**src/hw/rtl/ptts_pkg.sv**
```systemverilog
// Package for the periodic task timer scheduler: word types, command and
// result codes, slot states. No dependencies.
`timescale 1ns / 1ps
`default_nettype none
package ptts_pkg;
   localparam int SLOTS      = 16;
   localparam int SLOT_W     = 4;
   localparam int FIRE_LIMIT = 16;
   localparam int QDEPTH     = 2;

   localparam logic [1:0] CMD_TICK   = 2'd0;
   localparam logic [1:0] CMD_ADD    = 2'd1;
   localparam logic [1:0] CMD_CANCEL = 2'd2;
   localparam logic [1:0] CMD_SHUT   = 2'd3;

   localparam logic [1:0] KIND_ADD    = 2'd0;
   localparam logic [1:0] KIND_CANCEL = 2'd1;
   localparam logic [1:0] KIND_FIRE   = 2'd2;
   localparam logic [1:0] KIND_SHUT   = 2'd3;

   localparam logic [1:0] ST_FRESH  = 2'd0;
   localparam logic [1:0] ST_SCHED  = 2'd1;
   localparam logic [1:0] ST_DONE   = 2'd2;
   localparam logic [1:0] ST_CANCEL = 2'd3;

   typedef struct packed {
      logic [1:0]  cmd;
      logic [3:0]  slot;
      logic [31:0] time_value;
      logic        start_absolute;
      logic [30:0] period_ms;
      logic        resched_from_fire;
   } req_type;

   typedef struct packed {
      logic [1:0] kind;
      logic [3:0] task_slot;
      logic       ok;
      logic       last;
   } rsp_type;
endpackage
`default_nettype wire

```
**src/hw/rtl/ptts_front.sv**
```systemverilog
// Front end: accepts request words and queues them for the engine.
// Depends on ptts_pkg.
`timescale 1ns / 1ps
`default_nettype none
module ptts_front (
   input  wire                   clock,
   input  wire                   reset,
   input  wire                   req_valid,
   output logic                  req_ready,
   input  ptts_pkg::req_type     req_word,
   output logic                  q_valid,
   input  wire                   q_pop,
   output ptts_pkg::req_type     q_word
);
   ptts_pkg::req_type mem_ff [ptts_pkg::QDEPTH];
   logic rd_ff, rd_in, wr_ff, wr_in;
   logic [1:0] cnt_ff, cnt_in;
   logic push;

   assign req_ready = (cnt_ff != 2'(ptts_pkg::QDEPTH));
   assign push      = req_valid && req_ready;
   assign q_valid   = (cnt_ff != 2'd0);
   assign q_word    = mem_ff[rd_ff];

   always_comb begin
      rd_in  = rd_ff ^ (q_pop && q_valid);
      wr_in  = wr_ff ^ push;
      cnt_in = cnt_ff + 2'(push) - 2'(q_pop && q_valid);
   end

   always_ff @(posedge clock) begin
      if (reset) begin
         rd_ff  <= 1'b0;
         wr_ff  <= 1'b0;
         cnt_ff <= 2'd0;
      end else begin
         rd_ff  <= rd_in;
         wr_ff  <= wr_in;
         cnt_ff <= cnt_in;
      end
      if (push) mem_ff[wr_ff] <= req_word;
   end
endmodule
`default_nettype wire

```
**src/hw/rtl/ptts_engine.sv**
```systemverilog
// Back end: slot table, clock and the tick scan sequencer; drives the
// result register. Depends on ptts_pkg.
`timescale 1ns / 1ps
`default_nettype none
module ptts_engine (
   input  wire                   clock,
   input  wire                   reset,
   input  wire                   q_valid,
   output logic                  q_pop,
   input  ptts_pkg::req_type     q_word,
   output logic                  rsp_valid,
   input  wire                   rsp_ready,
   output ptts_pkg::rsp_type     rsp_word
);
   typedef enum logic [1:0] {IDLE, SCAN, EMIT, HOLD} state_type;

   state_type   state_ff;
   logic [31:0] clock_ms_ff;
   logic        accepting_ff;
   logic [1:0]  status_ff [ptts_pkg::SLOTS];
   logic [31:0] due_ff    [ptts_pkg::SLOTS];
   logic [30:0] period_ff [ptts_pkg::SLOTS];
   logic        mode_ff   [ptts_pkg::SLOTS];
   logic [ptts_pkg::SLOTS-1:0] fired_ff;
   logic [3:0]  idx_ff;           // scan position
   logic        found_ff;
   logic [3:0]  best_ff;
   logic [31:0] best_due_ff;
   logic [4:0]  nfired_ff;
   logic        pend_ff;          // a fire word waits for its last flag
   logic [3:0]  pend_slot_ff;
   logic        rsp_valid_ff;
   ptts_pkg::rsp_type rsp_ff;

   logic       cand, better, more, add_ok, out_free;
   logic [31:0] base;

   assign rsp_valid = rsp_valid_ff;
   assign rsp_word  = rsp_ff;
   assign q_pop     = (state_ff == IDLE) && q_valid && !rsp_valid_ff;

   always_comb begin
      cand     = (status_ff[idx_ff] == ptts_pkg::ST_SCHED) && !fired_ff[idx_ff] &&
                 (due_ff[idx_ff] < clock_ms_ff);
      better   = !found_ff || (due_ff[idx_ff] < best_due_ff);
      base     = mode_ff[best_ff] ? clock_ms_ff : due_ff[best_ff];
      more     = (nfired_ff != 5'(ptts_pkg::FIRE_LIMIT - 1));
      add_ok   = accepting_ff && (status_ff[q_word.slot] == ptts_pkg::ST_FRESH);
      out_free = !rsp_valid_ff || rsp_ready;
   end

   always_ff @(posedge clock) begin
      if (reset) begin
         state_ff     <= IDLE;
         clock_ms_ff  <= 32'd0;
         accepting_ff <= 1'b1;
         rsp_valid_ff <= 1'b0;
         for (int i = 0; i < ptts_pkg::SLOTS; i++) status_ff[i] <= ptts_pkg::ST_FRESH;
      end else begin
         case (state_ff)
            IDLE: begin
               if (q_pop) begin
                  case (q_word.cmd)
                     ptts_pkg::CMD_TICK: begin
                        clock_ms_ff <= clock_ms_ff + 32'd1;
                        fired_ff    <= '0;
                        idx_ff      <= 4'd0;
                        found_ff    <= 1'b0;
                        nfired_ff   <= 5'd0;
                        pend_ff     <= 1'b0;
                        state_ff    <= SCAN;
                     end
                     ptts_pkg::CMD_ADD: begin
                        rsp_ff       <= {ptts_pkg::KIND_ADD, q_word.slot, add_ok, 1'b1};
                        rsp_valid_ff <= 1'b1;
                        if (add_ok) begin
                           due_ff[q_word.slot] <= q_word.start_absolute ? q_word.time_value
                                                  : clock_ms_ff + q_word.time_value;
                           period_ff[q_word.slot] <= q_word.period_ms;
                           mode_ff[q_word.slot]   <= q_word.resched_from_fire;
                           status_ff[q_word.slot] <= ptts_pkg::ST_SCHED;
                        end
                     end
                     ptts_pkg::CMD_CANCEL: begin
                        rsp_ff <= {ptts_pkg::KIND_CANCEL, q_word.slot,
                                   (status_ff[q_word.slot] == ptts_pkg::ST_SCHED), 1'b1};
                        rsp_valid_ff <= 1'b1;
                        status_ff[q_word.slot] <= ptts_pkg::ST_CANCEL;
                     end
                     default: begin
                        rsp_ff       <= {ptts_pkg::KIND_SHUT, 4'd0, 1'b0, 1'b1};
                        rsp_valid_ff <= 1'b1;
                        accepting_ff <= 1'b0;
                        for (int i = 0; i < ptts_pkg::SLOTS; i++)
                           status_ff[i] <= ptts_pkg::ST_CANCEL;
                     end
                  endcase
               end else if (rsp_ready) begin
                  rsp_valid_ff <= 1'b0;
               end
            end
            SCAN: begin
               if (rsp_ready) rsp_valid_ff <= 1'b0;
               if (cand && better) begin
                  found_ff    <= 1'b1;
                  best_ff     <= idx_ff;
                  best_due_ff <= due_ff[idx_ff];
               end
               idx_ff <= idx_ff + 4'd1;
               if (idx_ff == 4'(ptts_pkg::SLOTS - 1)) state_ff <= EMIT;
            end
            EMIT: begin
               // The previous fire goes out now: last when this pass found nothing.
               if (out_free) begin
                  rsp_valid_ff <= pend_ff;
                  if (pend_ff)
                     rsp_ff <= {ptts_pkg::KIND_FIRE, pend_slot_ff, 1'b1, !found_ff};
                  pend_ff <= found_ff;
                  if (found_ff) begin
                     fired_ff[best_ff] <= 1'b1;
                     if (period_ff[best_ff] == 31'd0)
                        status_ff[best_ff] <= ptts_pkg::ST_DONE;
                     else
                        due_ff[best_ff] <= base + {1'b0, period_ff[best_ff]};
                     pend_slot_ff <= best_ff;
                     nfired_ff    <= nfired_ff + 5'd1;
                     idx_ff       <= 4'd0;
                     found_ff     <= 1'b0;
                     state_ff     <= more ? SCAN : HOLD;
                  end else begin
                     state_ff <= IDLE;
                  end
               end
            end
            default: begin
               // Fire limit hit: the held fire is the final word of the tick.
               if (out_free) begin
                  rsp_ff       <= {ptts_pkg::KIND_FIRE, pend_slot_ff, 1'b1, 1'b1};
                  rsp_valid_ff <= 1'b1;
                  pend_ff      <= 1'b0;
                  state_ff     <= IDLE;
               end
            end
         endcase
      end
   end
endmodule
`default_nettype wire

```
**src/hw/rtl/periodic_task_timer_scheduler_top.sv**
```systemverilog
// Top level of the periodic task timer scheduler.
// Depends on ptts_pkg, ptts_front and ptts_engine.
//
// Request words (req_*) carry tick, add, cancel or shutdown commands.
// Result words (rsp_*) carry replies and fire events; last marks the final
// word that a request causes. A tick with nothing due gives no word.
// A two-word queue sits between the request port and the engine, so
// requests are taken while the engine scans or waits on the receiver.
// Add, cancel and shutdown: the request passes the queue, then the reply
// is registered; no new command is popped while a reply is still held.
// A tick: it is popped, then one scan pass over all SLOTS per fired task
// plus one closing empty pass. With 16 fires the closing pass is skipped
// and the held fire goes out as the final word of the tick.
// Each fire word is held until the following pass ends, so its last flag
// is known when it is presented.
// Reset clears the clock to zero, reopens adds and marks all slots fresh.
// A stalled receiver stalls the engine at the end of a pass or before the
// next command; the queue then fills and req_ready drops.
`timescale 1ns / 1ps
`default_nettype none
module periodic_task_timer_scheduler_top (
   input  wire                clock,
   input  wire                reset,
   input  wire                req_valid,
   output logic               req_ready,
   input  ptts_pkg::req_type  req_data,
   output logic               rsp_valid,
   input  wire                rsp_ready,
   output ptts_pkg::rsp_type  rsp_data
);
   ptts_pkg::req_type q_word;
   logic q_valid, q_pop;

   ptts_front u_front (
      .clock(clock), .reset(reset),
      .req_valid(req_valid), .req_ready(req_ready), .req_word(req_data),
      .q_valid(q_valid), .q_pop(q_pop), .q_word(q_word)
   );

   // The engine owns the result register directly.
   ptts_engine u_engine (
      .clock(clock), .reset(reset),
      .q_valid(q_valid), .q_pop(q_pop), .q_word(q_word),
      .rsp_valid(rsp_valid), .rsp_ready(rsp_ready), .rsp_word(rsp_data)
   );
endmodule
`default_nettype wire
```
**config.mk**
```make
export PLATFORM = sky130hd
export DESIGN_NAME = periodic_task_timer_scheduler_top
export DESIGN_NICKNAME = d
export VERILOG_FILES = /design/src/hw/rtl/ptts_pkg.sv /design/src/hw/rtl/ptts_front.sv /design/src/hw/rtl/ptts_engine.sv /design/src/hw/rtl/periodic_task_timer_scheduler_top.sv
export SDC_FILE = /design/constraint.sdc
export NUM_CORES = 2
export LEC_CHECK = 0
export BUFFER_PORTS_ARGS = -buffer_cell sky130_fd_sc_hd__buf_2
export CAP_MARGIN = 10
export CORE_MARGIN = 2
export CORE_UTILIZATION = 40
export DETAILED_ROUTE_END_ITERATION = 8
export PLACE_DENSITY_LB_ADDON = 0.25
export SKIP_CTS_REPAIR_TIMING = 1
export SLEW_MARGIN = 20
export SYNTH_ARGS = -nofsm -noshare
export SYNTH_HDL_FRONTEND = slang
export SYNTH_HIERARCHICAL = 1
export SYNTH_SLANG_ARGS = --single-unit
```
**constraint.sdc**
```tcl
create_clock -name clock -period 6.65 [get_ports clock]
set_clock_uncertainty 0.15 [all_clocks]
set_input_delay 0.9975 -clock clock [delete_from_list [all_inputs] [get_ports clock]]
set_output_delay 0.9975 -clock clock [all_outputs]
set_load 0.005 [all_outputs]
```
==> results.py <==
metrics = {
    "run_status": {
        "status": "finished, final reports clean",
    },
    "clock_tree": {
        "path_clk_slew_ns": 0.06,
        "cts.sinks": 1321,
        "cts_tree": "done",
        "ctsLongestPathBuffers": 3,
        "cts-buffers-inserted": 138,
        "cts_root_buffer": "clkbuf_16",
        "worstSkewPairLatency_ns": 0.79,
        "cts_htree_levels": 4,
    },
    "synth": {
        "synthSimpleGateAreaFrac_pct": 4.07,
        "synth_top_family_by_area": "multiplexers",
        "ys_top_cells_by_area": "edfxtp_1, mux4_2, ha_1, mux2_2, dfxtp_1",
        "ys_seq_area_share_pct": 64.9,
        "syn_nets": 3590,
        "ys.warnings.count": 6,
        "synthAdderAreaFrac_pct": 2.84,
        "ys_types": 74,
        "synth-xor-area-share_pct": 1.12,
        "yosys.area.top_type_share_pct": 63.3,
        "synthesis.area_um2": 60400,
        "synth_edf_count": 1273,
        "synth_compound_area_share_pct": 4.53,
        "synth-seq-cells": 1321,
        "yosysTopAreaCell": "edfxtp_1",
        "synth_mux_area_share_pct": 20.6,
        "synth-async-reset-ratio_pct": 0,
        "syn_area_per_cell_um2": 17.9,
        "ys.flop_type": "edfxtp_1",
        "netlist_instances": 3379,
    },
    "place": {
        "place_inst": 5437,
        "place_hpwl_um": 102000,
        "dpl-instance-area_um2": 64200,
        "io_buffers": 84,
        "place_congestion": 0.909,
    },
    "sta": {
        "hold_viol": 0,
        "relSlewSlack_pct": 23.6,
        "max_clock_freq_ghz": 0.164,
        "finalMaxSlewViolations": 0,
        "hold_ws_ns": 0.242,
        "timing.final.crit_period_ns": 6.10,
        "rsz0062_at_grt": "false",
        "fin_crit_sh_pct": 91.7,
        "setup-violations-final": 0,
        "tns_ns": 0,
        "worst_pin_slew_ns": 1.15,
    },
    "pwr": {
        "p_sw_share_pct": 27.1,
        "seqPwrFrac_pct": 48.0,
        "vdd.ir_drop.worst_mv": 0.259,
        "p_leak_nw": 22.4,
        "intPower_w": 0.0157,
        "cellPowerDensity_nw_per_um2": 314,
        "p_comb_share_pct": 16.9,
        "clock_power_share_pct": 35.1,
        "p_sw_w": 0.00585,
    },
    "min_path": {
        "holdPathStages": 1,
        "min_path_type": "primary input to register",
    },
    "final_layout": {
        "mostFrequentLayoutCell": "edfxtp_1",
        "final_cells": 5688,
        "n_antenna_cell": 0,
        "drive_above_1_share_pct": 29.1,
        "final_nets": 3772,
        "synthToLayoutAreaGrowth_pct": 13.8,
        "fin_area_um2": 68700,
        "final_cell_mix": "edfxtp_1, mux4_2, clkbuf_16, nand2_1, nor2_1",
    },
    "critical_path": {
        "cp_top_family": "compound AO/OA/AOI/OAI gates",
        "worstSetupPathType": "register to register",
        "worstSetupEndpointType": "register",
        "crit_chain": "buf_12 > buf_12 > nor2_1 > a221oi_1 > nor2_1 > o21ai_0 > ha_1 > o211ai_1 > nand2_1 > nand3_1 > a21oi_1 > o211a_1 > o31a_1 > o41ai_2 > o21bai_1 > xnor2_1 > a21boi_2",
        "critPathMaxFanout": 38,
        "max_stage_delay_ns": 0.79,
        "critPathBufInv": 2,
        "r2r_cells": 17,
        "slowest_stage": "dfxtp_4",
        "start_kind": "register",
        "critPathRequiredTime_ns": 6.96,
        "critPathArrivalTime_ns": 6.41,
        "cp_num_cells": 17,
    },
    "job": {
        "cap_violations": 0,
    },
    "global_routing": {
        "antenna_found_initial": 4,
        "grt_max_degree": 57,
        "grt_remaining_overflow": 0,
        "grt_pass1_vias": 33215,
        "grt_first_pass_wirelength_um": 234000,
        "track_usage_pct": 21.1,
    },
    "floorplan": {
        "io_pins": 85,
        "core-area_um2": 150000,
        "start_util_pct": 40.3,
        "dieArea_um2": 154000,
        "die_y_um": 393,
        "die_w_um": 393,
        "std_cell_rows": 142,
    },
    "routing": {
        "ant_nets": 0,
        "via_per_inst": 5.90,
        "drc_errors": 0,
        "drt_iter0_markers": 3297,
        "vias": 33579,
        "firstDrtPassIters": 6,
        "wire_per_inst_um": 28.4,
        "totalWireLength_um": 161000,
    },
}
==> through the flow <==
step	setup slack [ns]	power (W)	utilization [%]
6_report	0.552	0.0216	45.9
3_5_place_dp	0.585	0.0142	42.9
2_1_floorplan	0.0915	0.0128	-
4_1_cts	0.556	0.0218	45.8
5_1_grt	0.236	0.0224	45.9
3_3_place_gp	0.597	0.0141	42.9
==> power by group through the flow <==
stage / sequential (W) / clock, W / combinational [W]
3_5_place_dp: 0.0106 / 0 / 0.00366
5_1_grt: 0.0104 / 0.00806 / 0.00397
3_3_place_gp: 0.0106 / 0 / 0.00359
2_1_floorplan: 0.0104 / 0 / 0.00237
6_report: 0.0104 / 0.00757 / 0.00365
4_1_cts: 0.0104 / 0.00773 / 0.00367
==> cell type report <==
cell class / instances / area [um2]
Fill cell: 12566 / 81100
Clock inverter: 76 / 761
Sequential cell: 1321 / 39200
Inverter: 102 / 385
Multi-Input combinational cell: 1781 / 20500
Timing Repair Buffer: 217 / 1640
Tap cell: 2016 / 2520
Clock buffer: 175 / 3680
==> worst paths after layout <==
check                        startpoint                     end  slack, ns
setup reg to reg               register  u_engine/due_ff[9][26]       0.55
hold / removal             req_data[25]   u_front/mem_ff[0][25]       0.24
setup / recovery               register  u_engine/due_ff[9][26]       0.55
hold reg to reg   u_engine/accepting_ff   u_engine/accepting_ff       0.30
==> state kept, by name, indices dropped and copies added (netlist names), 4 cells and up, named ones only <==
name                   count
u_engine/due_ff          512
u_engine/period_ff       496
u_front/mem_ff           142
u_engine/best_due_ff      32
u_engine/clock_ms_ff      32
u_engine/status_ff        32
u_engine/fired_ff         16
u_engine/mode_ff          16
u_engine/rsp_word          8
u_engine/nfired_ff         5
u_engine/best_ff           4
u_engine/idx_ff            4
u_engine/pend_slot_ff      4
==> kinds of logic (layout without fill, tap and decap cells) <==
group | Yosys count | after routing
mux | 629 | 629
buf+inv | 277 | 570
flops | 1321 | 1321
xor+xnor | 77 | 77
compound gates | 427 | 427
fa+ha+maj | 136 | 136
simple gates | 512 | 512
==> Yosys cell counts (13+ instances only) <==
cell      count
mux4_2      482
a31oi_1      17
mux2_2      111
o211ai_1     18
mux2i_1      35
edfxtp_1   1273
clkbuf_1     99
o22ai_1      18
xnor2_1      58
buf_1        35
inv_1       100
dfxtp_1      48
a211oi_1     26
o21a_1       13
nand3_1      40
o21ai_0      86
buf_2        28
and2_1       15
nand2_1     140
a21oi_1     121
xor2_1       19
a21o_1       41
nand2b_1     34
ha_1        134
nor3_1       19
nor2b_1      27
nand4_1      24
nor2_1      151
==> routing by layer <==
metal / vias up / routed length, um / GRT usage [%]
met3: 214 / 10200 / 3.52
met5: - / 18 / 0
met2: 1226 / 75700 / 32.9
li1: 14289 / - / -
met1: 17848 / 71500 / 30.9
met4: 2 / 3950 / 5.76
Note: power is estimated with default switching activity, not from simulation.
